File: src/sv/mmfp_pkg.sv
package mmfp_pkg;

  localparam int unsigned WindowWords = 8;
  localparam int unsigned PhyRegCount = 32;
  localparam int unsigned WinIdxW = $clog2(WindowWords);
  localparam int unsigned PhyAddrW = $clog2(PhyRegCount);

  localparam logic [WinIdxW-1:0] WFrame  = 3'd3;
  localparam logic [WinIdxW-1:0] WConfig = 3'd4;
  localparam logic [WinIdxW-1:0] WMask   = 3'd5;
  localparam logic [WinIdxW-1:0] WStatus = 3'd6;

  localparam logic FuncRead  = 1'b0;
  localparam logic FuncWrite = 1'b1;

  localparam logic [1:0] StartCode = 2'd1;
  localparam logic [1:0] OpWrite   = 2'd1;
  localparam logic [1:0] OpRead    = 2'd2;
  localparam logic [4:0] PhyAddr   = 5'd1;

  localparam logic [31:0] ConfigReset = 32'h0000_0100;
  localparam logic [31:0] MaskReset   = 32'h0000_ffff;
  localparam logic [31:0] CfgSense    = 32'h0000_0300;

  localparam logic [PhyAddrW-1:0] PhyCtrl   = 5'd0;
  localparam logic [PhyAddrW-1:0] PhyStat   = 5'd1;
  localparam logic [PhyAddrW-1:0] PhyAnAdv  = 5'd4;
  localparam logic [PhyAddrW-1:0] PhyAnLpa  = 5'd5;

  localparam logic [15:0] PhyStatReset = 16'h4000;
  localparam logic [15:0] PhyAnAdvReset = 16'h0100;

  typedef struct packed {
    logic                we;
    logic [PhyAddrW-1:0] addr;
    logic [15:0]         data;
  } phy_req_t;

endpackage

File: src/sv/mmfp_window.sv
module mmfp_window (
  input  logic                          clk_i,
  input  logic                          rst_ni,
  input  logic                          fire_i,
  input  logic                          func_i,
  input  logic [mmfp_pkg::WinIdxW-1:0]  reg_index_i,
  input  logic [31:0]                   write_data_i,
  input  logic [15:0]                   phy_rd_data_i,
  output logic [mmfp_pkg::PhyAddrW-1:0] phy_rd_addr_o,
  output mmfp_pkg::phy_req_t            phy_req_o,
  output logic [31:0]                   read_data_o
);

  logic [31:0] win_q [mmfp_pkg::WindowWords];
  logic [31:0] wval;
  logic        frame_ok;
  logic [1:0]  opc;

  assign opc           = write_data_i[29:28];
  assign phy_rd_addr_o = write_data_i[22:18];
  assign frame_ok      = (write_data_i[31:30] == mmfp_pkg::StartCode) &&
                         (write_data_i[27:23] == mmfp_pkg::PhyAddr);

  always_comb begin
    wval            = write_data_i;
    phy_req_o.we    = 1'b0;
    phy_req_o.addr  = write_data_i[22:18];
    phy_req_o.data  = write_data_i[15:0];
    if (reg_index_i == mmfp_pkg::WConfig) begin
      wval = (write_data_i & ~mmfp_pkg::CfgSense) |
             (win_q[mmfp_pkg::WConfig] & mmfp_pkg::CfgSense);
    end else if (reg_index_i == mmfp_pkg::WFrame && frame_ok) begin
      if (opc == mmfp_pkg::OpWrite) begin
        phy_req_o.we = fire_i && (func_i == mmfp_pkg::FuncWrite);
      end else if (opc == mmfp_pkg::OpRead) begin
        wval[15:0] = phy_rd_data_i;
      end
      wval[16] = 1'b1;
    end
  end

  assign read_data_o = (func_i == mmfp_pkg::FuncWrite) ? '0 : win_q[reg_index_i];

  always_ff @(posedge clk_i or negedge rst_ni) begin
    if (!rst_ni) begin
      for (int i = 0; i < mmfp_pkg::WindowWords; i++) begin
        if (mmfp_pkg::WinIdxW'(i) == mmfp_pkg::WConfig) begin
          win_q[mmfp_pkg::WinIdxW'(i)] <= mmfp_pkg::ConfigReset;
        end else if (mmfp_pkg::WinIdxW'(i) == mmfp_pkg::WMask) begin
          win_q[mmfp_pkg::WinIdxW'(i)] <= mmfp_pkg::MaskReset;
        end else begin
          win_q[mmfp_pkg::WinIdxW'(i)] <= '0;
        end
      end
    end else if (fire_i) begin
      if (func_i == mmfp_pkg::FuncWrite) begin
        win_q[reg_index_i] <= wval;
      end else if (reg_index_i == mmfp_pkg::WStatus) begin
        win_q[mmfp_pkg::WStatus] <= '0;
      end
    end
  end

endmodule

File: config.mk
export PLATFORM = sky130hd
export DESIGN_NAME = mmfp_window
export DESIGN_NICKNAME = d
export VERILOG_FILES = /design/src/sv/mmfp_pkg.sv /design/src/sv/mmfp_window.sv
export SDC_FILE = /design/constraint.sdc
export NUM_CORES = 1
export LEC_CHECK = 0
export ABC_AREA = 1
export BUFFER_PORTS_ARGS = -buffer_cell sky130_fd_sc_hd__buf_4
export CAP_MARGIN = 20
export CORE_MARGIN = 4
export CORE_UTILIZATION = 42
export DETAILED_ROUTE_END_ITERATION = 12
export GPL_TIMING_DRIVEN = 1
export PLACE_DENSITY = 0.68
export SETUP_SLACK_MARGIN = 0.3
export SLEW_MARGIN = 20
export SYNTH_ARGS = -nofsm -noshare
export SYNTH_HDL_FRONTEND = slang
export SYNTH_SLANG_ARGS = --single-unit
export TNS_END_PERCENT = 100
File: constraint.sdc
create_clock -name clk_i -period 1.5 [get_ports clk_i]
set_clock_uncertainty 0.1 [all_clocks]
set_input_delay 0.075 -clock clk_i [delete_from_list [all_inputs] [get_ports clk_i]]
set_output_delay 0.075 -clock clk_i [all_outputs]
set_load 0.02 [all_outputs]
Word level (Yosys, flattened, before mapping)
Cells that the tools add are included.
{"block": "totals", "word_cells": 44, "register_bits": 256, "in_bits": 55, "out_inout_bits": 59}
{"block": "op_classes", "n_reduce_logical": 8, "order_cmp": 2, "n_mux": 17, "bitwise": 2, "eq_ne": 7}
{"op": "256-bit bitwise mux", "n": 1}
{"op": "32-bit two-way mux", "n": 6}
{"op": "32-bit binary-select mux with 3-bit select", "n": 1}
{"op": "32-bit demux with 3-bit select", "n": 1}
{"op": "17-bit two-way mux", "n": 2}
{"op": "16-bit two-way mux", "n": 2}
{"op": "32-bit by 10-bit OR with 32-bit output", "n": 1}
{"op": "15-bit two-way mux", "n": 1}
{"op": "3-bit equality test (second input constant)", "n": 2}
{"op": "3-bit AND reduction", "n": 2}
{"op": "5-bit by 1-bit equality test with 1-bit output (second input constant)", "n": 1}
{"op": "2-bit by 1-bit equality test with 1-bit output (second input constant)", "n": 2}
{"op": "4-bit >= comparator (second input constant)", "n": 1}
{"op": "1-bit logical AND", "n": 4}
{"op": "4-bit by 1-bit < comparator with 1-bit output (second input constant)", "n": 1}
{"op": "3-bit NOT with 4-bit output", "n": 1}
{"op": "3-bit by 2-bit equality test with 1-bit output (second input constant)", "n": 1}
{"op": "1-bit two-way mux", "n": 3}
{"op": "2-bit equality test (second input constant)", "n": 1}
{"op": "2-bit AND reduction", "n": 1}
{"op": "2-bit nonzero test", "n": 1}

Longest topological paths before layout
{"block": "logic_depth", "word_depth": 7, "depth_mapped": 11, "depth_no_buf": 10}

Worst setup path before layout
Ideal clock, no wire load.
{"block": "synth_path", "path_kind": "input -> register", "from": "input port reg_index_i[1] in the netlist's numbering", "to": "register win_q[32] in the netlist's numbering, enable pin", "path_slack_ns": -2.041, "t_required_ns": 0.934, "path_buffers": 2, "setup_time_ns": 0.466, "arrival_time_ns": 2.976, "stages": 6, "cell_sequence": "buf_4 -> nand2_1 -> inv_2 -> nand2_2 -> clkbuf_1 -> o21ai_0"}
{"block": "synth_between", "elab_chain_cells": 3}
{"item": "from (decl)", "line": "mmfp_window.sv:6", "source": "input logic [mmfp_pkg::WinIdxW-1:0] reg_index_i,"}
{"item": "3-bit equality test", "line": "mmfp_window.sv:58", "source": "end else if (reg_index_i == mmfp_pkg::WStatus) begin"}
{"item": "2-bit nonzero test (no line)"}
{"item": "3-bit AND reduction (no line)"}
{"item": "to (signal, indexed assignment)", "line": "mmfp_window.sv:48", "source": "win_q[mmfp_pkg::WinIdxW'(i)] <= mmfp_pkg::ConfigReset;"}
{"item": "to (signal, indexed assignment)", "line": "mmfp_window.sv:50", "source": "win_q[mmfp_pkg::WinIdxW'(i)] <= mmfp_pkg::MaskReset;"}
{"item": "to (signal, indexed assignment)", "line": "mmfp_window.sv:57", "source": "win_q[reg_index_i] <= wval;"}
{"item": "to (decl)", "line": "mmfp_window.sv:14", "source": "logic [31:0] win_q [mmfp_pkg::WindowWords];"}
No other way between the ends.
A chain may end at the register's enable or synchronous reset.

Worst setup path in the final report
{"block": "layout_path", "from": "register win_q[105] in the netlist's numbering", "to": "output port read_data_o[9]"}
{"block": "layout_between", "elab_chain_cells": 4}
{"item": "32-bit binary-select mux with 3-bit select", "line": "mmfp_window.sv:42", "source": "assign read_data_o = (func_i == mmfp_pkg::FuncWrite) ? '0 : win_q[reg_index_i];"}
{"item": "32-bit two-way mux (implied by the code) (2 in series)", "line": "mmfp_window.sv:42"}
{"item": "32-bit two-way mux", "line": "mmfp_window.sv:42"}
{"item": "to (decl)", "line": "mmfp_window.sv:11", "source": "output logic [31:0] read_data_o"}
No other way between the ends. The select of a mux whose other input is x is not followed.

==> results.ini <==
[cells_and_area]
final_area_um2=16900
fill_cells=2216
final_core_util=0.609
diodes=0
reg.largest.list=win_q (256)
final_net_count=1626
syn2layout_area_growth_pct=43.0
drive_gt1_frac=0.338
largest_register_ffs=256
largest_register=win_q

[timing]
setup_viol=33
fmax_mhz=569
slew_viol_final=0
fin_hold_ws_ns=-0.104
min_period_over_period=1.17
post-route-min-period_ns=1.76
finalHoldViolCount=62
fin_ws_ns=-0.258
slew_headroom=0.467
rsz0062_at_grt=yes
worst_pin_slew_ns=0.800

[global_routing]
grt_pass1_wl_um=55800
gr-total-overflow=0
grt_usage=0.228
grt_max_degree=129
antenna_found_initial=0
grt_pass1_vias=10100

[worst_setup_path]
cp_slowest_cell=edfxtp_1
start_kind=flip-flop
crit_fanout=2
worstSetupEndpointType=output port
critPathTopFamily=flip-flops
path_cells=inv_1, nor2_1, inv_1, nand2_1, nor3_2, a21oi_2, buf_6
worstSetupPathType=reg2out
crit_path_frequent_cell=inv_1
crit_buf_inv=3
required_ns=1.32
arrival_ns=1.58
crit_path_max_incr_delay_ns=0.37

[die]
num_rows=61
io_pins=114
die_area_um2=30900
core_um2=27800
initial_utilization=0.426
die_height_um=176
die_x_um=176

[logic_synthesis]
synth_cells=1305
yosysWarnings=0
yosysUniqueCellTypes=27
ys.flop_type=edfxtp_1
synth_top_area_share=0.325
synth_area_leaders=edfxtp_1 32%, dfrtp_1 27%, nand2_1 11%
synth_most_common_cell=nand2_1
synth_largest_area_cell=edfxtp_1
synth-async-reset-ratio=0.500
synth_common_cells=341 x nand2_1, 177 x o21ai_0, 165 x inv_1
yosysSeqAreaShare=0.595
synth_edf_count=128
avgSynthCellArea_um2=9.07
synth_seq_cells=256
synth_area_um2=11800
synth_fp_nets=1360

[detailed_routing]
drcViolationCount=0
vias=10500
routed_wirelength_um=37800
wire_per_inst_um=19.2
viasPerCell=5.31
ant_nets=0
first_iter_violations=1097
dr.pass1.iters=6

[power]
irDropWorstVdd_v=0.000667
power.density_nw_per_um2=1130
p_total_mw=19.1
p_leak_nw=7.36

[clock_tree]
insertion_delay_ns=0.52
clock_path_buffers=3
cts_tree=yes
clk_pin_slew_ns=0.06
htreeDepth=1
numCtsBuffers=27
root_buffer=clkbuf_16
cts_sinks=256

[placement]
io_buffers=113
place_area_um2=14100
place.gp.congestion=0.848
hpwlAfterDp_um=22100

[outcome]
status=finished with violations
violations=hold timing, setup timing

[worst_hold_path]
hold_path_class=in2async

[job]
maxCapViolCount=0

worst min-delay path, cell delays in order:
cell	delay, ns
dlymetal6s4s_1	0.21
buf_6	0.14
buf_4	0.11
buf_12	0.48
cell type report:
class	instances	area, um^2	share of cell area
Clock buffer	34	712	0.0421
Inverter	175	682	0.0403
Timing Repair Buffer	329	3280	0.194
Tap cell	378	473	0.0279
Sequential cell	256	7050	0.416
Clock inverter	15	221	0.0131
Multi-Input combinational cell	782	4510	0.267
report_power, final:
part	internal [mW]	leakage (nW)	total, mW	switching [mW]
combinational	1.47	4.18	3.36	1.89
clock	4.37	0.452	7.10	2.73
sequential	8.24	2.73	8.59	0.350
cells in the final DEF (no fill, tap or decap), drive strengths merged:
cell            n
inv           175
clkinv          8
nor4            1
nand3          36
a211oi          4
edfxtp        128
o21ai         196
nor3            9
dlymetal6s4s    2
dlygate4sd3    49
o211a           1
a21oi          69
a31oi           9
buf           273
dlymetal6s2s    1
nor2           57
o22ai          35
dfrtp         128
bufinv          6
nand2         352
a22oi          13
clkbuf         38
clkinvlp        1
through the flow:
| step | TNS, ns | std cells | setup slack (ns) |
|---|---|---|---|
| after floorplan | -9.42 | 1305 | -0.118 |
| after global placement | -27.31 | 1812 | -0.283 |
| after detailed placement | -30.40 | 1812 | -0.305 |
| after CTS | -5.64 | 1940 | -0.268 |
| after global routing | -6.57 | 1969 | -0.312 |
| final | -4.78 | 1969 | -0.258 |
logic make-up after synthesis:
logic type,count (synthesis),share of synthesized area
AOI/OAI and AO/OA,327,0.147
buffers and inverters,267,0.100
and+or+nand+nor,455,0.158
DFF,256,0.595
path summary, 6_finish.rpt:
path                                    startpoint                      end  slack, ns  cells past startpoint
setup / recovery              win_q[105]$_DFFE_PP_           read_data_o[9]      -0.26                      7
min in group clk_i                phy_rd_data_i[5]  win_q[37]$_SDFFCE_PN0P_       0.01                      7
setup reg to reg           win_q[46]$_SDFFCE_PN0P_  win_q[46]$_SDFFCE_PN0P_      -0.05                     11
max in group asynchronous                   rst_ni   win_q[238]$_DFFE_PN0P_       0.74                      4
hold / removal                              rst_ni   win_q[247]$_DFFE_PN0P_      -0.10                      4
hold reg to reg             win_q[169]$_DFFE_PN0P_   win_q[169]$_DFFE_PN0P_       0.38                      2
metal layers:
layer  vias to the layer above  wire [um]  GRT usage
li1                       4820          -          -
met1                      5065      15400      0.315
met2                       480      18400      0.379
met3                        86       2990     0.0310
met4                         0        984     0.0634
met5                         -          0          0
repair_timing:
item | 4_1_cts | 5_1_grt
resized for setup | 146 | 155
gates cloned | 0 | 4
hold endpoints to repair | 351 | 9
pin swaps | 97 | 94
hold buffers | 49 | 3
setup endpoints to repair | 39 | 275
setup buffers | 30 | 22
(Power assumes the default switching activity.)
